**src/design/sha_pkg.sv**
```systemverilog
// Package for the streaming SHA-256 hasher: payload types, queue entry type,
// round constants, initial hash values and a rotate-right helper function.
package sha_pkg;

  typedef struct packed {
    logic       kind;
    logic [7:0] data_byte;
  } in_item_t;

  typedef struct packed {
    logic [31:0] digest_word;
    logic [2:0]  word_index;
    logic        last_word;
  } out_item_t;

  localparam logic KindByte   = 1'b0;
  localparam logic KindFinish = 1'b1;

  typedef enum logic [1:0] {
    JOB_DATA,
    JOB_PAD,
    JOB_FINAL
  } job_e;

  typedef struct packed {
    job_e         job;
    logic [511:0] block;
  } job_t;

  localparam int unsigned QDepth = 2;

  typedef enum logic [1:0] {
    BE_IDLE,
    BE_ROUND,
    BE_ADD,
    BE_EMIT
  } be_state_e;

  typedef logic [7:0][31:0] hash_t;

  localparam hash_t HInit = {
    32'h5be0cd19, 32'h1f83d9ab, 32'h9b05688c, 32'h510e527f,
    32'ha54ff53a, 32'h3c6ef372, 32'hbb67ae85, 32'h6a09e667};

  localparam logic [63:0][31:0] RoundK = {
    32'hc67178f2, 32'hbef9a3f7, 32'ha4506ceb, 32'h90befffa,
    32'h8cc70208, 32'h84c87814, 32'h78a5636f, 32'h748f82ee,
    32'h682e6ff3, 32'h5b9cca4f, 32'h4ed8aa4a, 32'h391c0cb3,
    32'h34b0bcb5, 32'h2748774c, 32'h1e376c08, 32'h19a4c116,
    32'h106aa070, 32'hf40e3585, 32'hd6990624, 32'hd192e819,
    32'hc76c51a3, 32'hc24b8b70, 32'ha81a664b, 32'ha2bfe8a1,
    32'h92722c85, 32'h81c2c92e, 32'h766a0abb, 32'h650a7354,
    32'h53380d13, 32'h4d2c6dfc, 32'h2e1b2138, 32'h27b70a85,
    32'h14292967, 32'h06ca6351, 32'hd5a79147, 32'hc6e00bf3,
    32'hbf597fc7, 32'hb00327c8, 32'ha831c66d, 32'h983e5152,
    32'h76f988da, 32'h5cb0a9dc, 32'h4a7484aa, 32'h2de92c6f,
    32'h240ca1cc, 32'h0fc19dc6, 32'hefbe4786, 32'he49b69c1,
    32'hc19bf174, 32'h9bdc06a7, 32'h80deb1fe, 32'h72be5d74,
    32'h550c7dc3, 32'h243185be, 32'h12835b01, 32'hd807aa98,
    32'hab1c5ed5, 32'h923f82a4, 32'h59f111f1, 32'h3956c25b,
    32'he9b5dba5, 32'hb5c0fbcf, 32'h71374491, 32'h428a2f98};

  localparam logic [7:0] PadByte = 8'h80;

  function automatic logic [31:0] ror(input logic [31:0] x, input int unsigned n);
    ror = (x >> n) | (x << (32 - n));
  endfunction

endpackage

```
**src/design/sha_engine.sv**
```systemverilog
// Back end: one SHA-256 round per cycle with a rolling 16-word schedule,
// running hash update and digest emission. Uses sha_pkg.
module sha_engine import sha_pkg::*; (
  input  logic      clk_i,
  input  logic      rst_ni,
  input  logic      job_valid_i,
  input  job_t      job_i,
  output logic      job_ready_o,
  output logic      empty_o,
  output out_item_t out_o,
  input  logic      pop_i
);

  be_state_e        state_q, state_d;
  hash_t            h_q, h_d;
  logic [7:0][31:0] v_q, v_d;
  logic [15:0][31:0] w_q, w_d;
  logic [5:0]       rnd_q, rnd_d;
  logic             fin_q, fin_d;
  logic [2:0]       idx_q, idx_d;

  logic [31:0] t1, t2, s0, s1, wn, e, a;

  always_comb begin
    e  = v_q[4];
    a  = v_q[0];
    t1 = v_q[7] + (ror(e, 6) ^ ror(e, 11) ^ ror(e, 25)) + ((e & v_q[5]) ^ (~e & v_q[6]))
         + RoundK[rnd_q] + w_q[0];
    t2 = (ror(a, 2) ^ ror(a, 13) ^ ror(a, 22)) ^ 32'd0;
    t2 = t2 + ((a & v_q[1]) ^ (a & v_q[2]) ^ (v_q[1] & v_q[2]));
    s0 = ror(w_q[1], 7) ^ ror(w_q[1], 18) ^ (w_q[1] >> 3);
    s1 = ror(w_q[14], 17) ^ ror(w_q[14], 19) ^ (w_q[14] >> 10);
    wn = s1 + w_q[9] + s0 + w_q[0];
  end

  always_comb begin
    state_d = state_q;
    case (state_q)
      BE_IDLE:  if (job_valid_i) state_d = BE_ROUND;
      BE_ROUND: if (rnd_q == 6'd63) state_d = BE_ADD;
      BE_ADD:   state_d = fin_q ? BE_EMIT : BE_IDLE;
      BE_EMIT:  if (pop_i && idx_q == 3'd7) state_d = BE_IDLE;
      default:  state_d = BE_IDLE;
    endcase
  end

  always_comb begin
    h_d   = h_q;
    v_d   = v_q;
    w_d   = w_q;
    rnd_d = rnd_q;
    fin_d = fin_q;
    idx_d = idx_q;
    job_ready_o = 1'b0;
    case (state_q)
      BE_IDLE: begin
        job_ready_o = 1'b1;
        if (job_valid_i) begin
          v_d   = h_q;
          rnd_d = '0;
          fin_d = (job_i.job == JOB_FINAL);
          for (int i = 0; i < 16; i++) w_d[i] = job_i.block[511 - 32*i -: 32];
        end
      end
      BE_ROUND: begin
        v_d = {v_q[6:4], v_q[3] + t1, v_q[2:0], t1 + t2};
        w_d = {wn, w_q[15:1]};
        rnd_d = rnd_q + 6'd1;
      end
      BE_ADD: begin
        for (int i = 0; i < 8; i++) h_d[i] = h_q[i] + v_q[i];
        idx_d = '0;
      end
      BE_EMIT: begin
        if (pop_i) begin
          idx_d = idx_q + 3'd1;
          if (idx_q == 3'd7) h_d = HInit;
        end
      end
      default: ;
    endcase
  end

  assign empty_o           = (state_q != BE_EMIT);
  assign out_o.digest_word = h_q[idx_q];
  assign out_o.word_index  = idx_q;
  assign out_o.last_word   = (idx_q == 3'd7);

  always_ff @(posedge clk_i or negedge rst_ni) begin
    if (!rst_ni) begin
      state_q <= BE_IDLE;
      h_q     <= HInit;
      rnd_q   <= '0;
      fin_q   <= 1'b0;
      idx_q   <= '0;
    end else begin
      state_q <= state_d;
      h_q     <= h_d;
      rnd_q   <= rnd_d;
      fin_q   <= fin_d;
      idx_q   <= idx_d;
    end
  end

  always_ff @(posedge clk_i) begin
    v_q <= v_d;
    w_q <= w_d;
  end

endmodule

```
**config.mk**
```make
export PLATFORM = sky130hd
export DESIGN_NAME = sha_engine
export DESIGN_NICKNAME = d
export VERILOG_FILES = /design/src/design/sha_pkg.sv /design/src/design/sha_engine.sv
export SDC_FILE = /design/constraint.sdc
export NUM_CORES = 2
export LEC_CHECK = 0
export ABC_CLOCK_PERIOD_IN_PS = 36900
export BUFFER_PORTS_ARGS = -buffer_cell sky130_fd_sc_hd__clkbuf_2
export CORE_MARGIN = 3
export CORE_UTILIZATION = 54
export CTS_BUF_LIST = sky130_fd_sc_hd__clkbuf_4 sky130_fd_sc_hd__clkbuf_8 sky130_fd_sc_hd__clkbuf_16
export CTS_CLUSTER_DIAMETER = 150
export CTS_CLUSTER_SIZE = 10
export DETAILED_ROUTE_END_ITERATION = 16
export PLACE_DENSITY = 0.81
export SLEW_MARGIN = 10
export SYNTH_ARGS = -nofsm -noshare
export SYNTH_HDL_FRONTEND = slang
export SYNTH_SLANG_ARGS = --single-unit
```
**constraint.sdc**
```tcl
create_clock -name clk_i -period 36.9 [get_ports clk_i]
set_clock_uncertainty 0.15 [all_clocks]
set_input_delay 3.69 -clock clk_i [delete_from_list [all_inputs] [get_ports clk_i]]
set_output_delay 3.69 -clock clk_i [all_outputs]
set_load 0.02 [all_outputs]
```
==> results.md <==
* Outcome: complete, no violations
* Post-CTS Setup Bufs at 0
* Pins Over Slew Limit at 0
* RSZ-0062 raised after global routing: false
* FF-to-FF setup slack at 27.20 ns
* WP data required at 37.19 ns
* Initial core utilization at 54.7%
* IO Port Bufs at 555
* Synth area leaders: edfxtp_1, nand2_1, ha_1
* Kind of critical path: flop to flop
* Routed Antenna Nets at 0
* Root Buffer: clkbuf_16
* CTS Buffer Depth at 3
* Main synth FF type: edfxtp_1
* Post-synth ARST share at 25.9%
* Syn avg cell area at 9.08 µm²
* Synth cell count leaders: nand2_1, edfxtp_1, inv_1, o21ai_0, a21oi_1
* Cell taking the most area after synthesis: edfxtp_1
* Layout cells sized above 1 at 13.5%
* Fin Setup TNS at 0 ns
* Post-synthesis instance total at 7,962
* CP Max Fanout at 22
* Unique masters post-synth at 87
* Crit end category: flop
* EDFF count, synth at 768
* CTS H-Tree Depth at 3
* Routed via count at 62,384
* Fin nets at 9,419
* Syn_nets at 9,074
* Inserted Clock Buffers at 113
* Die width at 372 µm
* Worst Slack Setup Final at 27.20 ns
* Worst hold path type: flop to flop
* Drt drc at 0
* Worst-path clk slew at 0.07 ns
* Slew margin rel. at 18.7%
* # IOs at 556
* Crit-path max cell delay at 0.85 ns
* Crit. Startpoint: rnd_q[0]
* Max-cap violations at 0
* Via density per instance at 6.13
* Synth Register Bits at 1,036
* Top-count cell post-synth: nand2_1
* Cell Rows at 133
* CTS tree: yes
* Setup crit end: a[31]
* Cells on worst reg2reg path at 35
* Critical path startpoint category: flop
* Chip Height at 372 µm
* Worst skew pair latency at 0.78 ns
* Post-layout min period at 9.70 ns
* Routed WL per cell at 24.7 µm
* Die Area at 0.138 mm²
* Cell Area, Synth at 0.0723 mm²
* Largest net degree at the start of global routing at 174
* Total grt overflow at 0
* Router iterations before antenna repair at 6
* Area fraction of the dominant cell type after synthesis at 31.9%
* Worst Max-Slew Pin Slew at 1.21 ns
* Crit path max-delay cell type: ha_1
* Post-cts resize count at 0
* # hold bufs at CTS at 0
* FMAX at 0.103 GHz
* Ys Warns at 0
* Pre-CTS setup slack at 27.15 ns
* Final period util at 26.3%
* R2R Path End: a[31]
* Sequential area share after synthesis at 41.4%
* P&R area growth vs syn at 10.8%
* Core area at 0.132 mm²
* Final wirelength at 251,000 µm
* Final Hold Fails at 0
* Gpl congestion at 0.990
* FF-to-FF Start: rnd_q[0]
* Global-route wire length before repair at 363,000 µm
* Total GRT Usage at 35.1%
* Starting DRT DRC Count at 8,891
* Post-detail-place hpwl at 187,000 µm
* Worst Path Arrival at 9.99 ns
* Most used cell, CP: a21oi_1
* Clock Sinks at 1,036
* Setup violations, final at 0
* Number of antenna violations at the first check in global routing at 24
* Vias in the first global route at 57,364
## critical path, delay by kind of cell (launching register included)
family | cells | cell delay, ns
fa+ha+maj | 6 | 2.96
simple gates | 6 | 1.27
compound gates | 17 | 3.77
flops | 1 | 0.32
buf+inv | 5 | 0.75
xor+xnor | 1 | 0.15
## sequential cells by signal, indices dropped and copies added, names as in the netlist
register	flops
v_q	192
h_q	256
e	32
state_q	2
idx_q	3
a	32
fin_q	1
rnd_q	6
w_q	512
## through the flow
stage          hold WS [ns]  cells  cell area (µm²)  util [%]
2_1_floorplan         0.304   7962            72300         -
3_3_place_gp          0.338   9947            76300      57.8
4_1_cts               0.343  10151            80000      60.5
6_report              0.345  10174            80100      60.6
5_1_grt               0.359  10168            80000      60.6
3_5_place_dp          0.341   9947            76300      57.8
## logic make-up (layout without fill, tap and decap cells)
logic type                 Yosys count  count (layout)  share of synthesized area [%]
and+or+nand+nor                   3106            3106                           17.4
AOI/OAI and AO/OA                 1639            1639                           14.1
DFF                               1036            1036                           41.4
buffers and inverters              880            1314                           4.57
adders and majority gates          596             596                           12.4
xor gates and xnor gates           558             558                           6.76
muxes                              147             147                           3.34
other                                0              23                              0
## cell usage in the layout, fill, tap and decap left out, types with 35 or more instances in the layout
cell | synthesis | routed
a211oi_1 | 49 | 49
a21o_1 | 181 | 181
a21oi_1 | 462 | 462
a31oi_1 | 49 | 49
and3_1 | 35 | 35
buf_4 | 0 | 58
clkbuf_16 | 0 | 113
clkbuf_2 | 0 | 554
clkbuf_4 | 0 | 82
dfrtp_1 | 132 | 126
dfstp_2 | 136 | 136
edfxtp_1 | 768 | 768
fa_1 | 197 | 197
ha_1 | 397 | 397
inv_1 | 492 | 491
mux2_2 | 65 | 65
mux4_2 | 69 | 69
nand2_1 | 2357 | 2355
nand2b_1 | 61 | 60
nand3_1 | 73 | 73
nor2_1 | 317 | 316
nor3_1 | 99 | 99
o211ai_1 | 35 | 35
o21a_1 | 59 | 59
o21ai_0 | 466 | 466
o21bai_1 | 57 | 57
o31ai_1 | 43 | 43
xnor2_1 | 312 | 312
xor2_1 | 246 | 246
## layout make-up
class                           count  area, µm²
Fill cell                       10942      52100
Multi-Input combinational cell   6046      39100
Sequential cell                  1036      29900
Clock buffer                      196       3460
Timing Repair Buffer              615       3260
Tap cell                         1755       2200
Inverter                          495       1870
Clock inverter                      8        214
Antenna cell                       23       57.6
## per-layer routing
metal	track usage [%]	up-vias	wire length, µm
li1	-	27931	-
met1	50.2	30022	101000
met2	50.9	3832	109000
met3	8.86	591	30100
met4	14.3	8	11500
met5	0.819	-	184
## how the worst min path moves through the flow
stage                  start  endpoint  slack (ns)  cells past startpoint
floorplan            h_q[31]   h_q[31]        0.30                      1
global placement    w_q[114]   w_q[82]        0.34                      2
detailed placement  w_q[160]  w_q[128]        0.34                      2
CTS                 w_q[164]  w_q[132]        0.34                      2
global route        w_q[164]  w_q[132]        0.36                      2
finish              w_q[164]  w_q[132]        0.34                      2
Power is left out: the tool's default activity adds up to more than one toggle a clock period on the data nets, which glitch-free logic cannot reach.
