## src/design/sha_pkg.sv

```systemverilog
// Package for the streaming SHA-256 hasher: payload types, queue entry type,
// round constants, initial hash values and a rotate-right helper function.
package sha_pkg;

  typedef struct packed {
    logic       kind;
    logic [7:0] data_byte;
  } in_item_t;

  typedef struct packed {
    logic [31:0] digest_word;
    logic [2:0]  word_index;
    logic        last_word;
  } out_item_t;

  localparam logic KindByte   = 1'b0;
  localparam logic KindFinish = 1'b1;

  typedef enum logic [1:0] {
    JOB_DATA,
    JOB_PAD,
    JOB_FINAL
  } job_e;

  typedef struct packed {
    job_e         job;
    logic [511:0] block;
  } job_t;

  localparam int unsigned QDepth = 2;

  typedef enum logic [1:0] {
    BE_IDLE,
    BE_ROUND,
    BE_ADD,
    BE_EMIT
  } be_state_e;

  typedef logic [7:0][31:0] hash_t;

  localparam hash_t HInit = {
    32'h5be0cd19, 32'h1f83d9ab, 32'h9b05688c, 32'h510e527f,
    32'ha54ff53a, 32'h3c6ef372, 32'hbb67ae85, 32'h6a09e667};

  localparam logic [63:0][31:0] RoundK = {
    32'hc67178f2, 32'hbef9a3f7, 32'ha4506ceb, 32'h90befffa,
    32'h8cc70208, 32'h84c87814, 32'h78a5636f, 32'h748f82ee,
    32'h682e6ff3, 32'h5b9cca4f, 32'h4ed8aa4a, 32'h391c0cb3,
    32'h34b0bcb5, 32'h2748774c, 32'h1e376c08, 32'h19a4c116,
    32'h106aa070, 32'hf40e3585, 32'hd6990624, 32'hd192e819,
    32'hc76c51a3, 32'hc24b8b70, 32'ha81a664b, 32'ha2bfe8a1,
    32'h92722c85, 32'h81c2c92e, 32'h766a0abb, 32'h650a7354,
    32'h53380d13, 32'h4d2c6dfc, 32'h2e1b2138, 32'h27b70a85,
    32'h14292967, 32'h06ca6351, 32'hd5a79147, 32'hc6e00bf3,
    32'hbf597fc7, 32'hb00327c8, 32'ha831c66d, 32'h983e5152,
    32'h76f988da, 32'h5cb0a9dc, 32'h4a7484aa, 32'h2de92c6f,
    32'h240ca1cc, 32'h0fc19dc6, 32'hefbe4786, 32'he49b69c1,
    32'hc19bf174, 32'h9bdc06a7, 32'h80deb1fe, 32'h72be5d74,
    32'h550c7dc3, 32'h243185be, 32'h12835b01, 32'hd807aa98,
    32'hab1c5ed5, 32'h923f82a4, 32'h59f111f1, 32'h3956c25b,
    32'he9b5dba5, 32'hb5c0fbcf, 32'h71374491, 32'h428a2f98};

  localparam logic [7:0] PadByte = 8'h80;

  function automatic logic [31:0] ror(input logic [31:0] x, input int unsigned n);
    ror = (x >> n) | (x << (32 - n));
  endfunction

endpackage

```

## src/design/sha_front.sv

```systemverilog
// Front end: collects message bytes into 64-byte blocks, builds padded blocks on
// finish and pushes compression jobs into the job queue. Uses sha_pkg.
module sha_front import sha_pkg::*; (
  input  logic     clk_i,
  input  logic     rst_ni,
  input  logic     push_i,
  input  in_item_t in_i,
  output logic     full_o,
  output logic     job_valid_o,
  output job_t     job_o,
  input  logic     job_ready_i
);

  logic [63:0][7:0] buf_q, buf_d;
  logic [5:0]       fill_q, fill_d;
  logic [63:0]      bits_q, bits_d;
  logic             pend_q, pend_d;
  job_t             job_q, job_d;
  logic             two_q, two_d;
  job_t             job2_q, job2_d;

  logic [511:0] flat;
  logic [63:0]  total;
  logic [63:0][7:0] padded;

  assign full_o      = pend_q;
  assign job_valid_o = pend_q;
  assign job_o       = job_q;

  always_comb begin
    flat = '0;
    for (int i = 0; i < 64; i++) begin
      flat[511 - 8*i -: 8] = buf_q[i];
    end
    total = bits_q + {55'd0, fill_q, 3'd0};
    padded = buf_q;
    for (int i = 0; i < 64; i++) begin
      if (6'(i) == fill_q) padded[i] = PadByte;
      else if (6'(i) > fill_q) padded[i] = 8'h00;
    end
  end

  always_comb begin
    logic [511:0] pflat;
    logic [511:0] zblk;
    pflat  = '0;
    buf_d  = buf_q;
    fill_d = fill_q;
    bits_d = bits_q;
    pend_d = pend_q;
    job_d  = job_q;
    two_d  = two_q;
    job2_d = job2_q;
    for (int i = 0; i < 64; i++) begin
      pflat[511 - 8*i -: 8] = padded[i];
    end
    zblk = {448'd0, total};
    if (pend_q && job_ready_i) begin
      if (two_q) begin
        job_d = job2_q;
        two_d = 1'b0;
      end else begin
        pend_d = 1'b0;
      end
    end
    if (push_i && !pend_q) begin
      if (in_i.kind == KindByte) begin
        buf_d[fill_q] = in_i.data_byte;
        fill_d = fill_q + 6'd1;
        if (fill_q == 6'd63) begin
          job_d.job        = JOB_DATA;
          job_d.block      = {flat[511:8], in_i.data_byte};
          bits_d = bits_q + 64'd512;
          pend_d = 1'b1;
        end
      end else begin
        pend_d = 1'b1;
        fill_d = '0;
        bits_d = '0;
        if (fill_q >= 6'd56) begin
          job_d.job        = JOB_PAD;
          job_d.block      = pflat;
          two_d            = 1'b1;
          job2_d.job        = JOB_FINAL;
          job2_d.block      = zblk;
        end else begin
          job_d.job        = JOB_FINAL;
          job_d.block      = {pflat[511:64], total};
        end
      end
    end
  end

  always_ff @(posedge clk_i or negedge rst_ni) begin
    if (!rst_ni) begin
      fill_q <= '0;
      bits_q <= '0;
      pend_q <= 1'b0;
      two_q  <= 1'b0;
    end else begin
      fill_q <= fill_d;
      bits_q <= bits_d;
      pend_q <= pend_d;
      two_q  <= two_d;
    end
  end

  always_ff @(posedge clk_i) begin
    buf_q  <= buf_d;
    job_q  <= job_d;
    job2_q <= job2_d;
  end

endmodule

```

## config.mk

```make
export PLATFORM = sky130hd
export DESIGN_NAME = sha_front
export DESIGN_NICKNAME = d
export VERILOG_FILES = /design/src/design/sha_pkg.sv /design/src/design/sha_front.sv
export SDC_FILE = /design/constraint.sdc
export NUM_CORES = 1
export LEC_CHECK = 0
export ABC_AREA = 1
export BUFFER_PORTS_ARGS = -buffer_cell sky130_fd_sc_hd__buf_4
export CORE_ASPECT_RATIO = 1.25
export CORE_MARGIN = 3
export CORE_UTILIZATION = 61
export DETAILED_ROUTE_END_ITERATION = 12
export PLACE_DENSITY = 0.85
export SYNTH_ARGS = -nofsm -noshare
export SYNTH_HDL_FRONTEND = slang
export SYNTH_SLANG_ARGS = --single-unit
```

## constraint.sdc

```tcl
create_clock -name clk_i -period 3.8 [get_ports clk_i]
set_input_delay 0.38 -clock clk_i [delete_from_list [all_inputs] [get_ports clk_i]]
set_output_delay 0.38 -clock clk_i [all_outputs]
set_load 0.02 [all_outputs]
```

==> results.py, run 1 <==
metrics = {
    "setup_path": {
        "critPathMaxFanout": 8,
        "cp_cell_sequence": "inv_2, nand2_2, nor2_1, inv_1, nor2_1, nand2_1, nor2_1",
        "cp-end-kind": "flop",
        "cp_common_cell": "nor2_1",
        "critPathSlowestCell": "nor2_1",
        "cpPeakStageDelay_ns": 0.79,
        "path_class": "reg -> reg",
        "start_kind": "flop",
        "required_ns": 4.09,
        "arrival_ns": 3.71,
    },
    "route": {
        "wire_per_inst_um": 25.8,
        "drc_errors": 0,
        "ant_nets": 0,
        "via_per_inst": 6.02,
        "vias": 29500,
        "dr.pass1.iters": 8,
        "drt_iter0_drc": 3452,
        "wirelength_mm": 127,
    },
    "synth": {
        "yosysWarnings": 0,
        "synth_most_common_cell": "nand2_1",
        "synth_top_area_share_pct": 42.3,
        "synthDistinctLibCells": 51,
        "synth_area_leaders": "edfxtp_1 (42%), dfxtp_1 (26%), nand2_1 (8.0%), dfrtp_1 (3.9%), nand3_1 (3.2%)",
        "seq_area_frac_synth_pct": 71.8,
        "yosysTopAreaCell": "edfxtp_1",
        "ys_seq_elements": 1142,
        "synthesis.area_sq_um": 40100,
        "avgSynthCellArea_sq_um": 11.6,
        "synth_commonest_cells": "nand2_1 (851), edfxtp_1 (565), dfxtp_1 (514)",
        "async_flop_share_pct": 5.52,
        "syn-num-nets": 3478,
        "synth-edff-count": 565,
        "synth_flop_cell": "edfxtp_1",
        "synthCells": 3460,
    },
    "cts": {
        "cts_buffers": 104,
        "cts.clk_slew.worst_paths_ns": 0.06,
        "clk_path_buf_depth": 3,
        "cts-root-buf": "clkbuf_16",
        "tritoncts": "yes",
        "cts.sinks": 1142,
        "clk_latency_ns": 0.68,
        "htreeDepth": 3,
    },
    "layout": {
        "syn2layout_area_growth_pct": 20.8,
        "final_core_util_pct": 74.8,
        "nets": 3984,
        "layout-drive-gt1-share_pct": 20.9,
    },
    "global_routing": {
        "grt_use_total_pct": 35.8,
        "grt_pass1_wl_mm": 186,
        "antenna_found_initial": 1,
        "grt_max_degree": 190,
        "grt.overflow.total": 0,
        "grt_pass1_vias": 29200,
    },
    "floorplan": {
        "die_y_um": 293,
        "die_area_sq_um": 69000,
        "rows": 104,
        "ios": 529,
        "core-area_sq_um": 64800,
        "die_w_um": 235,
        "initial_core_util_pct": 62.0,
    },
    "sta": {
        "tightest_slew_ns": 1.19,
        "max_freq_ghz": 0.293,
        "slew_viol_final": 0,
        "relSlewSlack_pct": 20.5,
        "timing.final.crit_share_pct": 90.0,
        "period_minus_slack_ns": 3.42,
        "hold_viol": 0,
        "finalSetupViolations": 0,
        "setup_tns_ns": 0,
        "skew_ns": 0.0215,
        "rsz0062_at_grt": "false",
    },
    "place": {
        "place_congestion": 1.00,
        "io_buffers": 528,
        "hpwl_mm": 82.5,
    },
    "power": {
        "power.switching_w": 0.00582,
        "p_leak_nw": 20.0,
        "ir_drop_mv": 0.422,
        "power_density_nw_per_um2": 526,
        "power.share.combinational_pct": 5.5,
        "power_frac_seq_pct": 51.8,
        "p_int_w": 0.0197,
        "switching_share_pct": 22.8,
        "pwr-share-clk_pct": 42.6,
    },
    "worst_hold_path": {
        "hold_path.class": "in -> reg",
    },
    "outcome": {
        "status": "complete, no violations",
    },
    "flow_run": {
        "max-cap-violations": 0,
    },
}
## sequential cells by signal, indices dropped and copies added, names as in the netlist
register and cells:
job_o 514, bits_q 55, two_q 1, full_o 1, buf_q 504, job2_q 61, fill_q 6
## what timing repair did
action	4_1_cts	5_1_grt
setup buffers	0	0
gates resized for setup	0	0
hold endpoints to repair	65	0
hold buffers	2	0
## through the flow
| stage | worst slack, ns | total power [W] | std cells | cell area (sq um) | hold slack [ns] |
|---|---|---|---|---|---|
| finish | 0.382 | 0.0255 | 4906 | 48500 | 0.129 |
| detailed placement | 0.589 | 0.0149 | 4706 | 44900 | 0.421 |
| CTS | 0.564 | 0.0255 | 4905 | 48500 | 0.0954 |
| floorplan | 1.12 | 0.0141 | 3460 | 40100 | 0.0844 |
| global route | 0.315 | 0.0261 | 4906 | 48500 | 0.120 |
| global placement | 0.709 | 0.0148 | 4706 | 44900 | 0.415 |
## power groups by stage
stage / combinational (W) / sequential, W / clock (W)
final: 0.00141 / 0.0132 / 0.0109
after global routing: 0.00147 / 0.0132 / 0.0114
after CTS: 0.00139 / 0.0132 / 0.0109
after detailed placement: 0.00138 / 0.0135 / 0
after global placement: 0.00136 / 0.0135 / 0
after floorplan: 0.000470 / 0.0137 / 0
## logic make-up (layout without fill, tap and decap cells)
logic type | after synthesis | in the layout | share of synthesized area [%]
simple gates | 1481 | 1481 | 15.6
flops | 1142 | 1142 | 71.8
compound gates | 467 | 467 | 8.71
buf+inv | 362 | 959 | 3.70
fa+ha+maj | 5 | 5 | 0.156
mux | 2 | 2 | 0.0499
xor+xnor | 1 | 1 | 0.0218
other cells | 0 | 1 | 0
## path summary, 6_finish.rpt
check / to / slack, ns / startpoint / cells after the start
worst max-delay path: buf_q[225] / 0.38 / full_o / 7
worst min-delay path: job_o[455] / 0.13 / in_i[8] / 3
worst max register to register: buf_q[225] / 0.38 / full_o / 7
worst min register to register: job_o[465] / 0.44 / buf_q[41] / 2
max in group asynchronous: bits_q[10] / 2.76 / rst_ni / 2
min in group asynchronous: bits_q[44] / 0.38 / rst_ni / 2
## routing by layer
layer / part of all wire [%] / vias to the layer above / track usage (%) / wire (um)
met5: 0 / - / 0 / 0
met4: 7.0 / 0 / 22.4 / 8920
met3: 10 / 415 / 8.31 / 13300
met2: 48 / 1843 / 58.5 / 60600
met1: 35 / 14300 / 43.5 / 43900
li1: - / 13000 / - / -
## critical path: cells and delay by family, from the launching register on
family,cells,cell delay [ns]
buffers and inverters,2,0.36
DFF,1,0.44
and+or+nand+nor,5,2.23
## layout make-up
cell class              instances  area (sq um)
diodes                          1          2.50
clock buffers                 152          2980
clock inverters                45           608
fillers                      4211         16300
inverters                     178           668
multi-input cells            1956          9860
flip-flops and latches       1142         28800
well taps                     848          1060
repair buffers                584          4480
## placed cells by master, fill, tap and decap left out, types with 63 or more instances in the layout
cell,Yosys,routed
nand2_1,851,851
o211ai_1,67,67
edfxtp_1,565,565
inv_1,167,166
dfxtp_1,514,514
buf_4,5,575
nand3_1,257,256
clkbuf_16,0,105
a22o_1,143,143
nor2_1,240,238
dfrtp_1,63,63
o21ai_0,103,103
(Power assumes the default switching activity.)
==> run 2: changes to the inputs <==
--- a/config.mk
+++ b/config.mk
@@ -5,13 +5,14 @@
 export SDC_FILE = /design/constraint.sdc
 export NUM_CORES = 1
 export LEC_CHECK = 0
-export ABC_AREA = 1
 export BUFFER_PORTS_ARGS = -buffer_cell sky130_fd_sc_hd__buf_4
+export CELL_PAD_IN_SITES_DETAIL_PLACEMENT = 0
+export CELL_PAD_IN_SITES_GLOBAL_PLACEMENT = 1
 export CORE_ASPECT_RATIO = 1.25
 export CORE_MARGIN = 3
-export CORE_UTILIZATION = 61
+export CORE_UTILIZATION = 50
 export DETAILED_ROUTE_END_ITERATION = 12
-export PLACE_DENSITY = 0.85
+export PLACE_DENSITY = 0.84
 export SYNTH_ARGS = -nofsm -noshare
 export SYNTH_HDL_FRONTEND = slang
 export SYNTH_SLANG_ARGS = --single-unit
==> results.py, run 2 <==
metrics = {
    "power": {
        "ir_drop_mv": 0.586,
        "power_frac_seq_pct": 51.6,
        "p_leak_nw": 18.0,
        "p_int_w": 0.0198,
        "switching_share_pct": 22.3,
        "power.share.combinational_pct": 5.2,
        "pwr-share-clk_pct": 43.2,
        "power.switching_w": 0.00569,
        "power_density_nw_per_um2": 540,
        "p_total_w": 0.0255,
    },
    "synth": {
        "synth_top_area_share_pct": 43.9,
        "synthesis.area_sq_um": 38600,
        "synth_most_common_cell": "edfxtp_1",
        "async_flop_share_pct": 5.52,
        "synthCells": 2723,
        "synth-edff-count": 565,
        "yosysWarnings": 0,
        "synth_area_leaders": "edfxtp_1 (44%), dfxtp_1 (27%), a22o_1 (9.0%), dfrtp_1 (4.1%), nand2_1 (2.2%)",
        "synth_flop_cell": "edfxtp_1",
        "syn-num-nets": 2741,
        "yosysTopAreaCell": "edfxtp_1",
        "avgSynthCellArea_sq_um": 14.2,
        "synthDistinctLibCells": 71,
        "ys_seq_elements": 1142,
        "synth_commonest_cells": "edfxtp_1 (565), dfxtp_1 (514), a22o_1 (396)",
        "seq_area_frac_synth_pct": 74.7,
    },
    "route": {
        "via_per_inst": 6.05,
        "drt_iter0_drc": 2529,
        "ant_nets": 0,
        "drc_errors": 0,
        "vias": 25900,
        "wire_per_inst_um": 28.4,
        "dr.pass1.iters": 7,
        "wirelength_mm": 121,
    },
    "setup_path": {
        "path_class": "reg -> reg",
        "required_ns": 4.09,
        "start_kind": "flop",
        "cpLargestDelayFamily": "simple AND/OR/NAND/NOR gates",
        "critPathMaxFanout": 18,
        "cp_cell_sequence": "buf_4, and2_1, nand4_1, nor2_1",
        "cpPeakStageDelay_ns": 0.92,
        "reg2reg_setup_slack_ns": 0.64,
        "cp-end-kind": "flop",
        "arrival_ns": 3.45,
        "critPathSlowestCell": "nor2_1",
        "crit_buf_inv": 1,
    },
    "floorplan": {
        "ios": 529,
        "die_y_um": 317,
        "die_area_sq_um": 80600,
        "initial_core_util_pct": 50.7,
        "die_w_um": 255,
        "rows": 113,
        "core-area_sq_um": 76200,
    },
    "sta": {
        "relSlewSlack_pct": 19.8,
        "slew_viol_final": 0,
        "skew_ns": 0.0248,
        "max_freq_ghz": 0.316,
        "rsz0062_at_grt": "false",
        "hold_viol": 0,
        "period_minus_slack_ns": 3.16,
        "timing.final.crit_share_pct": 83.2,
        "setup_tns_ns": 0,
        "finalSetupViolations": 0,
        "tightest_slew_ns": 1.20,
    },
    "global_routing": {
        "antenna_found_initial": 1,
        "grt_pass1_vias": 25600,
        "grt.overflow.total": 0,
        "grt_max_degree": 98,
        "grt_use_total_pct": 29.5,
        "grt_pass1_wl_mm": 174,
    },
    "cts": {
        "cts.sinks": 1142,
        "cts.clk_slew.worst_paths_ns": 0.07,
        "hold_buffers": 2,
        "htreeDepth": 3,
        "clk_latency_ns": 0.68,
        "cts-root-buf": "clkbuf_16",
        "postCtsSetupBuffers": 0,
        "clk_path_buf_depth": 3,
        "cts_resized": 0,
        "cts_buffers": 103,
        "tritoncts": "yes",
    },
    "layout": {
        "fillers": 5687,
        "final_core_util_pct": 62.0,
        "nets": 3231,
        "layout-drive-gt1-share_pct": 24.2,
        "final_cell_mix": "buf_4 (594), edfxtp_1 (565), dfxtp_1 (514)",
        "design_area_sq_um": 47300,
        "syn2layout_area_growth_pct": 22.4,
        "final_common_cell": "buf_4",
        "multi_input_area_sq_um": 8890,
        "largest_reg_flops": 514,
        "regArea_sq_um": 28800,
    },
    "place": {
        "place_area_sq_um": 43600,
        "hpwl_mm": 81.3,
        "io_buffers": 528,
        "place_congestion": 0.909,
    },
    "worst_hold_path": {
        "hold_path.class": "in -> reg",
    },
    "outcome": {
        "status": "complete, no violations",
    },
    "flow_run": {
        "max-cap-violations": 0,
    },
}
-- run 2: layout make-up --
type                            instances  area share [%]
Sequential cell                      1142            61.0
Multi-Input combinational cell       1351            18.8
Timing Repair Buffer                  602            9.73
Clock buffer                          146            6.40
Tap cell                              977            2.59
Clock inverter                         50            1.34
Inverter                               13           0.103
Antenna cell                            2          0.0106
-- run 2: per-layer routing --
metal	up-vias	GRT usage (%)	share of wire, %
li1	11300	-	-
met1	13000	36.5	37
met2	1278	49.4	49
met3	255	7.29	9.0
met4	0	12.9	4.7
met5	-	0	0
-- run 2: power by group through the flow --
stage | clock, W | combinational (W) | sequential, W
final | 0.0110 | 0.00131 | 0.0132
after global routing | 0.0116 | 0.00136 | 0.0132
after CTS | 0.0111 | 0.00130 | 0.0132
after detailed placement | 0 | 0.00129 | 0.0134
after global placement | 0 | 0.00128 | 0.0134
after floorplan | 0 | 0.000469 | 0.0135
-- run 2: per-stage QoR --
| step | std cells | setup WS [ns] | hold WS [ns] |
|---|---|---|---|
| finish | 4283 | 0.638 | 0.148 |
| CTS | 4281 | 0.729 | 0.100 |
| global placement | 4083 | 0.827 | 0.427 |
| floorplan | 2723 | 0.728 | 0.0844 |
| global route | 4282 | 0.501 | 0.152 |
| detailed placement | 4083 | 0.729 | 0.434 |
-- run 2: worst min-delay path: cells and delay by family --
| family | cells | cell delay, ns |
|---|---|---|
| buffers and inverters | 1 | 0.21 |
| AOI/OAI and AO/OA | 2 | 0.19 |
-- run 2: cells by family (layout without fill, tap and decap cells) --
logic type	after synthesis	count (layout)	share of synthesized area, %
AO/OA/AOI/OAI	751	751	15.2
XOR/XNOR	29	29	0.658
adder cells (fa/ha/maj)	5	5	0.162
buffers and inverters	230	811	2.44
flip-flops	1142	1142	74.7
multiplexers	4	4	0.104
other	0	2	0
AND/OR/NAND/NOR	562	562	6.82
-- run 2: worst paths after layout --
path,cells after the start,from,end
min in group asynchronous,2,rst_ni,bits_q[52]
hold reg to reg,1,buf_q[204],job_o[308]
setup / recovery,4,fill_q[1],buf_q[254]
max in group asynchronous,2,rst_ni,fill_q[4]
hold / removal,3,in_i[8],job_o[7]
setup reg to reg,4,fill_q[1],buf_q[254]
