==> src/design/sha_pkg.sv <==
// Package for the streaming SHA-256 hasher: payload types, queue entry type,
// round constants, initial hash values and a rotate-right helper function.
package sha_pkg;

  typedef struct packed {
    logic       kind;
    logic [7:0] data_byte;
  } in_item_t;

  typedef struct packed {
    logic [31:0] digest_word;
    logic [2:0]  word_index;
    logic        last_word;
  } out_item_t;

  localparam logic KindByte   = 1'b0;
  localparam logic KindFinish = 1'b1;

  typedef enum logic [1:0] {
    JOB_DATA,
    JOB_PAD,
    JOB_FINAL
  } job_e;

  typedef struct packed {
    job_e         job;
    logic [511:0] block;
  } job_t;

  localparam int unsigned QDepth = 2;

  typedef enum logic [1:0] {
    BE_IDLE,
    BE_ROUND,
    BE_ADD,
    BE_EMIT
  } be_state_e;

  typedef logic [7:0][31:0] hash_t;

  localparam hash_t HInit = {
    32'h5be0cd19, 32'h1f83d9ab, 32'h9b05688c, 32'h510e527f,
    32'ha54ff53a, 32'h3c6ef372, 32'hbb67ae85, 32'h6a09e667};

  localparam logic [63:0][31:0] RoundK = {
    32'hc67178f2, 32'hbef9a3f7, 32'ha4506ceb, 32'h90befffa,
    32'h8cc70208, 32'h84c87814, 32'h78a5636f, 32'h748f82ee,
    32'h682e6ff3, 32'h5b9cca4f, 32'h4ed8aa4a, 32'h391c0cb3,
    32'h34b0bcb5, 32'h2748774c, 32'h1e376c08, 32'h19a4c116,
    32'h106aa070, 32'hf40e3585, 32'hd6990624, 32'hd192e819,
    32'hc76c51a3, 32'hc24b8b70, 32'ha81a664b, 32'ha2bfe8a1,
    32'h92722c85, 32'h81c2c92e, 32'h766a0abb, 32'h650a7354,
    32'h53380d13, 32'h4d2c6dfc, 32'h2e1b2138, 32'h27b70a85,
    32'h14292967, 32'h06ca6351, 32'hd5a79147, 32'hc6e00bf3,
    32'hbf597fc7, 32'hb00327c8, 32'ha831c66d, 32'h983e5152,
    32'h76f988da, 32'h5cb0a9dc, 32'h4a7484aa, 32'h2de92c6f,
    32'h240ca1cc, 32'h0fc19dc6, 32'hefbe4786, 32'he49b69c1,
    32'hc19bf174, 32'h9bdc06a7, 32'h80deb1fe, 32'h72be5d74,
    32'h550c7dc3, 32'h243185be, 32'h12835b01, 32'hd807aa98,
    32'hab1c5ed5, 32'h923f82a4, 32'h59f111f1, 32'h3956c25b,
    32'he9b5dba5, 32'hb5c0fbcf, 32'h71374491, 32'h428a2f98};

  localparam logic [7:0] PadByte = 8'h80;

  function automatic logic [31:0] ror(input logic [31:0] x, input int unsigned n);
    ror = (x >> n) | (x << (32 - n));
  endfunction

endpackage

==> src/design/sha_job_queue.sv <==
// Two-entry job queue between the front end and the compression engine.
// Uses sha_pkg for the job type and depth.
module sha_job_queue import sha_pkg::*; (
  input  logic clk_i,
  input  logic rst_ni,
  input  logic wr_valid_i,
  input  job_t wr_i,
  output logic wr_ready_o,
  output logic rd_valid_o,
  output job_t rd_o,
  input  logic rd_ready_i
);

  job_t       mem_q [QDepth];
  logic       wp_q, rp_q;
  logic [1:0] cnt_q;
  logic       wr, rd;

  assign wr_ready_o = (cnt_q != 2'(QDepth));
  assign rd_valid_o = (cnt_q != 2'd0);
  assign rd_o       = mem_q[rp_q];
  assign wr         = wr_valid_i && wr_ready_o;
  assign rd         = rd_valid_o && rd_ready_i;

  always_ff @(posedge clk_i or negedge rst_ni) begin
    if (!rst_ni) begin
      wp_q  <= 1'b0;
      rp_q  <= 1'b0;
      cnt_q <= '0;
    end else begin
      if (wr) wp_q <= ~wp_q;
      if (rd) rp_q <= ~rp_q;
      cnt_q <= cnt_q + {1'b0, wr} - {1'b0, rd};
    end
  end

  always_ff @(posedge clk_i) begin
    if (wr) mem_q[wp_q] <= wr_i;
  end

endmodule

==> config.mk <==
export PLATFORM = sky130hd
export DESIGN_NAME = sha_job_queue
export DESIGN_NICKNAME = d
export VERILOG_FILES = /design/src/design/sha_pkg.sv /design/src/design/sha_job_queue.sv
export SDC_FILE = /design/constraint.sdc
export NUM_CORES = 1
export LEC_CHECK = 0
export BUFFER_PORTS_ARGS = -buffer_cell sky130_fd_sc_hd__buf_2
export CAP_MARGIN = 10
export CORE_AREA = 4 4 403 405
export DETAILED_ROUTE_END_ITERATION = 7
export DIE_AREA = 0 0 407 409
export GPL_TIMING_DRIVEN = 0
export PLACE_DENSITY_LB_ADDON = 0.15
export SLEW_MARGIN = 20
export SYNTH_ARGS = -nofsm -noshare
export SYNTH_HDL_FRONTEND = slang
export SYNTH_SLANG_ARGS = --single-unit
==> constraint.sdc <==
create_clock -name clk_i -period 24.3 [get_ports clk_i]
set_input_delay 4.86 -clock clk_i [delete_from_list [all_inputs] [get_ports clk_i]]
set_output_delay 4.86 -clock clk_i [all_outputs]
set_load 0.05 [all_outputs]
==> key figures, run 1 <==
Timing
  – Setup TNS: 0 ns
  – Worst Setup Slack, final: 16.85 ns
  – Clock Skews: 0.0420 ns
  – Unrepaired setup endpoints after global routing: false
  – Worst-Margin Slew: between 0.4 and 0.5 ns
  – Setup violations, final: 0
  – Rel. slew slack: 0.723
  – Period Utilization, post-route: 0.307
  – Period minus WS final: ~7.4 ns
  – Final Hold Viols: 0
  – FMAX: about 130 MHz
  – Slew Limit Fails: 0

Detailed routing
  – Routed WL: between 100 and 150 mm
  – Via/cell ratio: about 4.0
  – Mean routed wirelength per cell: 22.8 um
  – Drt initial violations: 812
  – Post-route ant nets: 0
  – Vias: between 15,000 and 20,000
  – DRC errors left: 0
  – DR pass1 iterations: 5

Cells and area
  – Share of cells above drive strength 1: 0.622
  – Area Overhead vs Synth: 31.9%
  – Final std cell area, no fill: ~51,000 um2
  – Final Non-Filler Cells: 5,012
  – Fill cell count: around 15,000
  – # nets final: between 3,000 and 4,000
  – Multi-input logic area: 7210 um2
  – Sequential Area: between 30,000 and 40,000 um2

Power and ir drop
  – Peak VDD IR: between 0.07 and 0.08 mV
  – PwrDens: ~150 nW/um2
  – Static Leak: roughly 20 nW

Placement
  – DP Worst Slack: approximately 17 ns
  – DP HPWL: approximately 89 mm
  – Post-Place Cells: ~4,800
  – Buffers on Ports: 1,033
  – GPL Wtd Cong: 0.776
  – Area after DPL: 47,300 um2

GRT
  – Largest net degree at the start of global routing: just over 50
  – First-pass GRT wire length: 156 mm
  – Number of global-route vias before repair: ~21,000
  – Initial antenna violation count: 73
  – Grt total ovfl: 0
  – Total track usage: 0.131

Synth
  – Yosys warns: 0
  – Area leader, netlist: edfxtp_1
  – Gate Count Post-Synth: 1,616
  – Synth top cells by count: 1,028 x edfxtp_1, 350 x mux2_4, 164 x mux2_2
  – Top-count cell post-synth: edfxtp_1
  – EDFF count, synth: just over 1,000
  – Mapped Area: between 30,000 and 40,000 um2
  – Area fraction of the dominant cell type after synthesis: 0.798
  – Syn Nets: ~2,100
  – Avg Inst Size Synth: about 24 um2
  – Netlist cell types: 17
  – Top FF cell, synth: edfxtp_1
  – Flops & latches, synth: just over 1,000
  – Sequential share of the synthesized area: 0.800
  – Async S/R FF share, synth: 0.00388
  – Top cells by area, synth: edfxtp_1 80%, mux2_4 14%, mux2_2 4.8%

Clocking
  – H-tree depth: 3
  – Hold Buf Count CTS: 0
  – CTS clock-pin slew for the worst setup and hold paths: around 0.06 ns
  – Post-CTS setup buffer count: 0
  – TritonCTS clock tree: done
  – Number of clock sinks: around 1,000
  – Clock latency at the later pin of the worst-skew pair: between 0.7 and 0.8 ns
  – Max Root-Sink Buffers: 3
  – Post_cts resized: 0
  – CTS buffer count: roughly 120
  – Root Driver: clkbuf_16

Setup path
  – Max stage delay on crit path: 0.37 ns
  – Critical-path top delay cell: mux2_4
  – CP most frequent cell: buf_6
  – Critical-path cell list: buf_4, buf_6, buf_6, mux2_4, buf_2
  – CP delay by family, top: buffers and inverters
  – Critical path class: reg -> out
  – Bufs and invs on worst path: 4
  – Worst setup SP type: register
  – Worst path required time: around 20 ns
  – Max FO, Critical Path: 10
  – Critical Path AT: 2.59 ns
  – Crit. End Element: output port

Floorplan
  – Die width: approximately 410 um
  – Row count: 146
  – Die area: approximately 170,000 um2
  – Core area: roughly 160,000 um2
  – Ports: 1,034
  – Die span in y: around 410 um
  – Initial core utilization: 0.244

Job
  – Max-cap violations: 0

Outcome
  – Outcome: finished clean

Hold path
  – Hold WC Path Type: reg -> reg
-- cell usage in the layout (no fill, tap or decap), drive strengths merged --
cell type	instances
diode	37
nor2	1
clkbuf	141
xor2	1
bufinv	8
xnor2	3
and3	1
nand2	1
dfrtp	4
buf	1126
or2	1
ha	2
mux2	514
clkinv	61
inv	8
clkinvlp	1
and2	1
edfxtp	1028
nand2b	1
-- power by group --
part / leakage, nW / switching, mW / internal, mW
Sequential: 9.59 / 0.0806 / 2.43
Clock: 1.81 / 0.709 / 0.969
Combinational: 8.28 / 2.36 / 1.01
Total: 19.7 / 3.15 / 4.40
-- cell type report --
class | instances | share of cell area
clock buffers | 141 | 0.0591
well taps | 2072 | 0.0508
plain buffers | 57 | 0.0104
repair buffers | 1069 | 0.117
diodes | 37 | 0.00181
multi-input cells | 526 | 0.141
flip-flops and latches | 1032 | 0.606
clock inverters | 77 | 0.0128
inverters | 1 | 0.0000735
-- per-stage QoR --
stage	util	hold slack (ns)	total power, mW
2_1_floorplan	-	0.479	5.27
3_3_place_gp	0.293	0.504	6.25
3_5_place_dp	0.299	0.529	5.98
4_1_cts	0.322	0.543	7.70
5_1_grt	0.322	0.584	7.88
6_report	0.322	0.531	7.55
-- routing by layer --
layer / vias up / GRT usage / wire, um / part of all wire
met5: - / 0 / 277 / 0.0024
met4: 38 / 0.0364 / 3210 / 0.028
met3: 221 / 0.0637 / 12300 / 0.11
met2: 762 / 0.244 / 60600 / 0.53
met1: 9885 / 0.128 / 38100 / 0.33
li1: 8946 / - / - / -
-- path summary, 6_finish.rpt --
path / slack, ns / endpoint / startpoint / cells past startpoint
max in group asynchronous: 20.25 / cnt_q[1] / rst_ni / 1
worst min register to register: 0.53 / cnt_q[0] / cnt_q[0] / 1
min in group asynchronous: 3.93 / rp_q / rst_ni / 1
worst max-delay path: 16.85 / rd_o[177] / rp_q / 5
worst max register to register: 21.28 / mem_q[0][356] / cnt_q[1] / 11
worst min-delay path: 0.53 / cnt_q[0] / cnt_q[0] / 1
-- registers in the layout, summed over array words and instances (netlist names) --
register  count
rp_q          1
cnt_q         2
mem_q      1028
wp_q          1
-- logic make-up (layout without fill, tap and decap cells) --
| family | Yosys count | count (layout) | share of synthesized area |
|---|---|---|---|
| XOR/XNOR | 4 | 4 | 0.000905 |
| buffers and inverters | 58 | 1345 | 0.0138 |
| AND/OR/NAND/NOR | 6 | 6 | 0.000841 |
| adder cells (fa/ha/maj) | 2 | 2 | 0.000647 |
| flip-flops | 1032 | 1032 | 0.800 |
| multiplexers | 514 | 514 | 0.184 |
| other | 0 | 37 | 0 |
No activity file was read; power rests on OpenSTA's default activity.
==> run 2, diff against run 1 <==
--- a/config.mk
+++ b/config.mk
@@ -5,11 +5,12 @@
 export SDC_FILE = /design/constraint.sdc
 export NUM_CORES = 1
 export LEC_CHECK = 0
+export ABC_AREA = 1
 export BUFFER_PORTS_ARGS = -buffer_cell sky130_fd_sc_hd__buf_2
 export CAP_MARGIN = 10
-export CORE_AREA = 4 4 403 405
+export CORE_AREA = 4 4 400 402
 export DETAILED_ROUTE_END_ITERATION = 7
-export DIE_AREA = 0 0 407 409
+export DIE_AREA = 0 0 404 406
 export GPL_TIMING_DRIVEN = 0
 export PLACE_DENSITY_LB_ADDON = 0.15
 export SLEW_MARGIN = 20
==> constraint.sdc (replaced) <==
create_clock -name clk_i -period 7.2 [get_ports clk_i]
set_input_delay 1.44 -clock clk_i [delete_from_list [all_inputs] [get_ports clk_i]]
set_output_delay 1.44 -clock clk_i [all_outputs]
set_load 0.05 [all_outputs]
==> run 2 against run 1 <==
Effect of this change:
- worst setup slack got worse by 14 ns
- routed wire length increased by 14%
- register-to-register slack got worse by 17 ns
- cell count increased by 22%
- total power increased to 3.5 times the previous value
- synthesized cell count increased by 68%
- clock power increased to 3.4 times the previous value
- clock skew increased by 0.0017 ns
- die area decreased by 1.5%
- combinational power increased to 3.6 times the previous value
- sequential power increased to 3.3 times the previous value
- sequential share of layout area increased by 1.2 points
- highest routed layer unchanged
==> key figures, run 2 <==
Outcome
  – Outcome: finished clean

Power and ir drop
  – Final Power: 26.3 mW (+250%)
  – Static Leak: 21.1 nW (+7.2%)
  – Peak VDD IR: 0.275 mV (+270%)
  – PwrDens: 526 nW/um2 (+260%)

Setup path
  – Max stage delay on crit path: 0.46 ns (+0.09 ns)
  – Max FO, Critical Path: 10 (unchanged)
  – CP delay by family, top: buffers and inverters
  – Worst path required time: 5.76 ns (-13.68 ns)
  – Critical Path AT: 3.00 ns (+0.41 ns)
  – Reg2reg path depth: 11 (unchanged)
  – Critical path class: reg -> out
  – Critical-path cell list: inv_2, buf_4, buf_4, buf_2, nand2_1, nand2_1, buf_2
  – Levels on crit path: 7 (+2)
  – Bufs and invs on worst path: 5 (+1)
  – Flop2flop setup slack: 4.16 ns (-17.12 ns)
  – Crit. End Element: output port
  – Critical-path top delay cell: buf_2
  – Worst setup SP type: register

Clocking
  – Clock latency at the later pin of the worst-skew pair: 0.73 ns (about the same)
  – Max Root-Sink Buffers: 3 (unchanged)
  – Hold Buf Count CTS: 0 (unchanged)
  – Post_cts resized: 0 (unchanged)
  – CTS clock-pin slew for the worst setup and hold paths: 0.06 ns (about the same)
  – Number of clock sinks: 1,032 (unchanged)
  – Root Driver: clkbuf_16
  – TritonCTS clock tree: done
  – H-tree depth: 3 (unchanged)
  – Post-CTS setup buffer count: 0 (unchanged)
  – CTS buffer count: 117 (+0.86%)

Synth
  – Top cells by area, synth: edfxtp_1 82%, nand2_1 16%, buf_2 1.3%
  – EDFF count, synth: 1,028 (unchanged)
  – Area leader, netlist: edfxtp_1
  – Largest family of logic cells by synthesized area: simple AND/OR/NAND/NOR gates
  – Gate Count Post-Synth: 2,716 (+68%)
  – Synth Area in Simple Gates: 0.156 (+0.155)
  – Adder-cell share of the synthesized area: 0.000668 (+0.0000211)
  – Avg Inst Size Synth: 13.8 um2 (-42%)
  – Compound-Gate Fraction of Synth Area: 0 (unchanged)
  – Multiplexer area fraction after synthesis: 0 (-0.184)
  – Top-count cell post-synth: nand2_1
  – Post-synthesis xor/xnor area fraction: 0 (-0.000905)
  – Netlist cell types: 11 (-6)
  – Flops & latches, synth: 1,032 (unchanged)
  – Async S/R FF share, synth: 0.00388 (unchanged)
  – Synth top cells by count: 1,555 x nand2_1, 1,028 x edfxtp_1, 98 x buf_2
  – Sequential share of the synthesized area: 0.826 (+0.0261)
  – Mapped Area: 37,500 um2 (-3.2%)
  – Yosys warns: 0 (unchanged)
  – Area fraction of the dominant cell type after synthesis: 0.824 (+0.0260)
  – Top FF cell, synth: edfxtp_1
  – Syn Nets: 3,236 (+51%)

GRT
  – First-pass GRT wire length: 178 mm (+14%)
  – Grt total ovfl: 0 (unchanged)
  – Total track usage: 0.153 (+0.0213)
  – Largest net degree at the start of global routing: 29 (-43%)
  – Initial antenna violation count: 99 (+36%)
  – Number of global-route vias before repair: 23,900 (+12%)

Timing
  – Final Hold Viols: 0 (unchanged)
  – Slew Limit Fails: 0 (unchanged)
  – Clock Skews: 0.0437 ns (+0.00171 ns)
  – Period minus WS final: approximately 4.4 ns
  – Setup violations, final: 0 (unchanged)
  – Rel. slew slack: 0.480 (-0.242)
  – FMAX: around 230 MHz
  – Worst-Margin Slew: 0.780 ns (+0.361 ns)
  – Period Utilization, post-route: 0.617
  – Setup TNS: 0 ns (unchanged)
  – Unrepaired setup endpoints after global routing: false
  – Worst hold margin: 0.477 ns (-0.0546 ns)

Cells and area
  – Final Non-Filler Cells: 6,103 (+22%)
  – Largest reg by FF count: mem_q
  – Final std cell area, no fill: 50,100 um2 (-1.9%)
  – Share of cells above drive strength 1: 0.337 (-0.285)
  – Commonest non-fill, non-tap cell in the layout: nand2_1
  – Largest register FFs: 1,028 (unchanged)
  – # nets final: 4,438 (+34%)
  – Largest regs: mem_q x1028, cnt_q x2
  – Area Overhead vs Synth: 33.7%
  – Commonest non-fill, non-tap cells in the layout: 1,554 x nand2_1, 1,131 x buf_2, 1,028 x edfxtp_1, 117 x clkbuf_16, 36 x buf_12

Placement
  – DP HPWL: 99.8 mm (+12%)
  – GPL Wtd Cong: 0.785 (+1.2%)
  – Buffers on Ports: 1,033 (unchanged)
  – Area after DPL: 46,300 um2 (-2.0%)
  – Post-Place Cells: 5,857 (+23%)

Hold path
  – Hold WC Path Type: reg -> reg
  – Hold path depth: 2 (+1)

Floorplan
  – Core area: 156,000 um2 (-1.5%)
  – Die area: 164,000 um2 (-1.5%)
  – Row count: 145 (-0.68%)
  – Die span in y: 406 um (-0.73%)
  – Initial core utilization: 0.240 (-0.00416)
  – Ports: 1,034 (unchanged)
  – Die width: 404 um (-0.74%)

Detailed routing
  – DR pass1 iterations: 5 (unchanged)
  – Vias: 24,300 (+23%)
  – Mean routed wirelength per cell: 21.3 um (-6.6%)
  – Via/cell ratio: 3.99 (+0.63%)
  – Routed WL: 130 mm (+14%)
  – Post-route ant nets: 0 (unchanged)
  – Drt initial violations: 1,291 (+59%)
  – DRC errors left: 0 (unchanged)

Job
  – Max-cap violations: 0 (unchanged)
[run 2: cell types whose count changed in the layout (fill, tap and decap cells not counted), sizes merged, moves of 3 or more]
cell,change
buf,+66
clkbuf,+8
clkinv,-6
diode,-3
inv,+3
mux2,-514
nand2,+1554
nand3,+3
xnor2,-3
[run 2: worst paths after layout]
path | end | start
setup / recovery | rd_o[357] | rp_q
setup reg to reg | mem_q[1][246] | cnt_q[0]
min in group asynchronous | rp_q | rst_ni
hold reg to reg | wp_q | wp_q
hold / removal | wp_q | wp_q
max in group asynchronous | cnt_q[1] | rst_ni
[run 2: worst register-to-register path, cell delays in order (launching register included)]
cell     delay [ns]
dfrtp_1        0.35
inv_1          0.06
nand2_1        0.24
nand2_8        0.09
nor2_4         0.54
buf_12         0.27
buf_12         0.21
buf_12         0.21
buf_8          0.20
buf_16         0.16
buf_12         0.20
buf_12         0.20
[run 2: cell type report]
type                    instances  area [um2]
repair buffers               1083        6250
flip-flops and latches       1032       31000
clock buffers                 144        3030
multi-input cells            1561        5920
well taps                    2058        2570
fillers                     16000      106000
clock inverters                68         631
plain buffers                 114         592
diodes                         34        85.1
inverters                       9        37.5
[run 2: cells by family after synthesis]
group,after synthesis
flops,1032
fa+ha+maj,2
simple gates,1559
buf+inv,123
[run 2: where the power goes]
group / leakage, nW / switching, mW / internal [mW] / total [mW]
Sequential: 9.61 / 0.243 / 8.16 / 8.40
Clock: 1.78 / 2.43 / 3.27 / 5.70
Combinational: 9.70 / 9.88 / 2.35 / 12.2
Total: 21.1 / 12.6 / 13.8 / 26.3
[run 2: per-stage QoR]
stage,utilization,worst slack (ns)
2_1_floorplan,-,-2.41
3_3_place_gp,0.290,-9.13
3_5_place_dp,0.297,3.13
4_1_cts,0.320,2.49
5_1_grt,0.321,2.49
6_report,0.321,2.76
[run 2: per-layer routing]
metal / track usage / up-vias / part of all wire / routed length, um
met5: 0 / - / 0.0022 / 287
met4: 0.0417 / 44 / 0.026 / 3420
met1: 0.168 / 11500 / 0.37 / 48500
met2: 0.273 / 786 / 0.51 / 66600
met3: 0.0607 / 271 / 0.087 / 11400
li1: - / 11700 / - / -
==> run 3, diff against run 2 <==
--- a/config.mk
+++ b/config.mk
@@ -5,12 +5,12 @@
 export SDC_FILE = /design/constraint.sdc
 export NUM_CORES = 1
 export LEC_CHECK = 0
-export ABC_AREA = 1
+export ABC_AREA = 0
 export BUFFER_PORTS_ARGS = -buffer_cell sky130_fd_sc_hd__buf_2
 export CAP_MARGIN = 10
-export CORE_AREA = 4 4 400 402
+export CORE_AREA = 4 4 402 404
 export DETAILED_ROUTE_END_ITERATION = 7
-export DIE_AREA = 0 0 404 406
+export DIE_AREA = 0 0 406 408
 export GPL_TIMING_DRIVEN = 0
 export PLACE_DENSITY_LB_ADDON = 0.15
 export SLEW_MARGIN = 20
==> constraint.sdc (replaced) <==
create_clock -name clk_i -period 4.3 [get_ports clk_i]
set_input_delay 0.86 -clock clk_i [delete_from_list [all_inputs] [get_ports clk_i]]
set_output_delay 0.86 -clock clk_i [all_outputs]
set_load 0.05 [all_outputs]
==> run 3 against run 2 <==
Effect of this change:
- flip-flop and latch count did not move
- critical endpoint is now rd_o[175]
- global-route usage fell by 2.2 points
- worst setup slack worse by 1.9 ns
- non-clock buffer count fell by 68
- register-to-register slack got worse by 2.8 ns
- core utilization up 0.21 points
- total power increased by 61%
- combinational power up 57%
- sequential share of layout area fell by 1.1 points
- routed wire length down 13%
- clock skew decreased by 0.00096 ns
- die area is 0.99% higher
- largest power group unchanged
==> key figures, run 3 (synthesized netlist as in run 1, its figures left out) <==
Cells and area
  – Multi-input logic area: 7230 um2 (+22%)
  – Sequential Area: 31,000 um2 (unchanged)
  – Fill cell count: 15,500 (-2.9%)
  – Share of cells above drive strength 1: 0.621 (+0.284)
  – Largest reg by FF count: mem_q
  – Largest register FFs: 1,028 (unchanged)
  – Commonest non-fill, non-tap cell in the layout: buf_2
  – Largest regs: mem_q x1028, cnt_q x2
  – Final core occ: 0.323 (+0.00208)
  – Area Overhead vs Synth: 31.8%
  – # nets final: 3,326 (-25%)
  – Commonest non-fill, non-tap cells in the layout: 1,050 x buf_2, 1,028 x edfxtp_1, 350 x mux2_4, 164 x mux2_2, 116 x clkbuf_16

Timing
  – Period minus WS final: between 3 and 4 ns
  – Period Utilization, post-route: 0.796
  – Slew Limit Fails: 0 (unchanged)
  – Final Hold Viols: 0 (unchanged)
  – Rel. slew slack: 0.604 (+0.124)
  – Setup violations, final: 0 (unchanged)
  – Clock Skews: 0.0428 ns (-0.000965 ns)
  – Worst-Margin Slew: 0.592 ns (-0.187 ns)
  – FMAX: between 200 and 300 MHz
  – Setup TNS: 0 ns (unchanged)
  – Unrepaired setup endpoints after global routing: false

Setup path
  – Worst path required time: 3.44 ns (-2.32 ns)
  – Critical Path AT: 2.56 ns (-0.44 ns)
  – Bufs and invs on worst path: 4 (-1)
  – Critical-path top delay cell: dfrtp_1
  – Crit. End Element: output port
  – Worst setup SP type: register
  – Critical path class: reg -> out
  – CP delay by family, top: buffers and inverters
  – Max FO, Critical Path: 10 (unchanged)
  – Max stage delay on crit path: 0.34 ns (-0.12 ns)
  – Critical-path cell list: buf_4, buf_6, buf_6, mux2_4, buf_2
  – Flop2flop setup slack: 1.34 ns (-2.82 ns)
  – Reg2reg path depth: 7 (-4)
  – RR Startpoint: cnt_q[1]
  – CP most frequent cell: buf_6
  – R2r endpoint: mem_q[1][221]

Detailed routing
  – DRC errors left: 0 (unchanged)
  – Vias: 19,900 (-18%)
  – Mean routed wirelength per cell: 22.7 um (+6.4%)
  – Drt initial violations: 887 (-31%)
  – Routed WL: 113 mm (-13%)
  – DR pass1 iterations: 4 (-1)
  – Via/cell ratio: 3.98 (-0.14%)
  – Post-route ant nets: 0 (unchanged)

Hold path
  – Worst Hold Endpoint: mem_q[0][144]
  – Hold path depth: 1 (-1)
  – Hold WC Path Type: in -> reg
  – Hold Crit Start: wr_i[144]

Clocking
  – H-tree depth: 3 (unchanged)
  – Number of clock sinks: 1,032 (unchanged)
  – Post-CTS setup buffer count: 0 (unchanged)
  – Clock latency at the later pin of the worst-skew pair: 0.71 ns (-0.02 ns)
  – Post_cts resized: 0 (unchanged)
  – Max Root-Sink Buffers: 3 (unchanged)
  – CTS clock-pin slew for the worst setup and hold paths: 0.06 ns (about the same)
  – TritonCTS clock tree: done
  – Root Driver: clkbuf_16
  – Hold Buf Count CTS: 1 (+1)
  – CTS buffer count: 116 (-0.85%)

Floorplan
  – Row count: 146 (+0.69%)
  – Ports: 1,034 (unchanged)
  – Die width: 406 um (+0.50%)
  – Die span in y: 408 um (+0.49%)
  – Initial core utilization: 0.245 (+0.00500)
  – Die area: 166,000 um2 (+0.99%)
  – Core area: 158,000 um2 (+1.2%)

Power and ir drop
  – PwrDens: 830 nW/um2 (+58%)
  – Static Leak: 19.6 nW (-7.0%)
  – Peak VDD IR: 0.491 mV (+79%)

GRT
  – Initial antenna violation count: 75 (-24%)
  – First-pass GRT wire length: 155 mm (-13%)
  – Grt total ovfl: 0 (unchanged)
  – Total track usage: 0.131 (-0.0218)
  – Number of global-route vias before repair: 21,400 (-10%)
  – Largest net degree at the start of global routing: 53 (+83%)

Job
  – Max-cap violations: 0 (unchanged)

Placement
  – Buffers on Ports: 1,033 (unchanged)
  – DP HPWL: 88.2 mm (-12%)
  – GPL Wtd Cong: 0.769 (-2.1%)

Outcome
  – Outcome: finished clean
-- run 3: worst reg2reg max path: stages, from the launching register on --
cell	delay [ns]
dfrtp_1	0.41
nand2b_2	0.16
and3_4	0.50
buf_12	0.31
buf_12	0.29
buf_16	0.26
buf_16	0.35
buf_16	0.31
-- run 3: worst max-delay path by stage --
stage                     slack (ns)        from            end  cells past startpoint
after floorplan                -4.64  wr_valid_i    mem_q[0][0]                      2
after global placement         -9.57  wr_valid_i  mem_q[0][442]                      3
after detailed placement        0.78  wr_valid_i  mem_q[1][221]                      7
after CTS                       0.53        rp_q      rd_o[175]                      5
after global routing            0.54        rp_q      rd_o[175]                      5
final                           0.88        rp_q      rd_o[175]                      5
-- run 3: per-stage QoR --
stage / hold WS, ns / setup WS, ns / instances / area (um2) / total power, mW
2_1_floorplan: 0.483 / -4.64 / 1616 / 38700 / 29.1
3_3_place_gp: 0.511 / -9.57 / 4721 / 46500 / 30.6
3_5_place_dp: 0.524 / 0.785 / 4759 / 47400 / 33.9
4_1_cts: 0.219 / 0.531 / 4962 / 50900 / 43.2
5_1_grt: 0.232 / 0.543 / 4969 / 50900 / 44.2
6_report: 0.329 / 0.876 / 4993 / 51000 / 42.3
-- run 3: final cells by class --
cell class / instances / area share
multi-input combinational: 526 / 0.142
clock buffer: 145 / 0.0591
clock inverter: 57 / 0.00950
sequential: 1032 / 0.607
buffer: 57 / 0.0104
tap: 2072 / 0.0508
inverter: 1 / 0.0000736
antenna: 31 / 0.00152
timing repair buffer: 1072 / 0.120
-- run 3: metal layers --
layer	wire length [um]	GRT usage
met1	38900	0.132
met2	59600	0.242
met3	11600	0.0620
met5	328	0
met4	2860	0.0317
-- run 3: power by group --
part	leakage, nW	switching (mW)	internal, mW
Clock	1.69	3.91	5.18
Combinational	8.33	13.3	5.76
Sequential	9.59	0.457	13.7
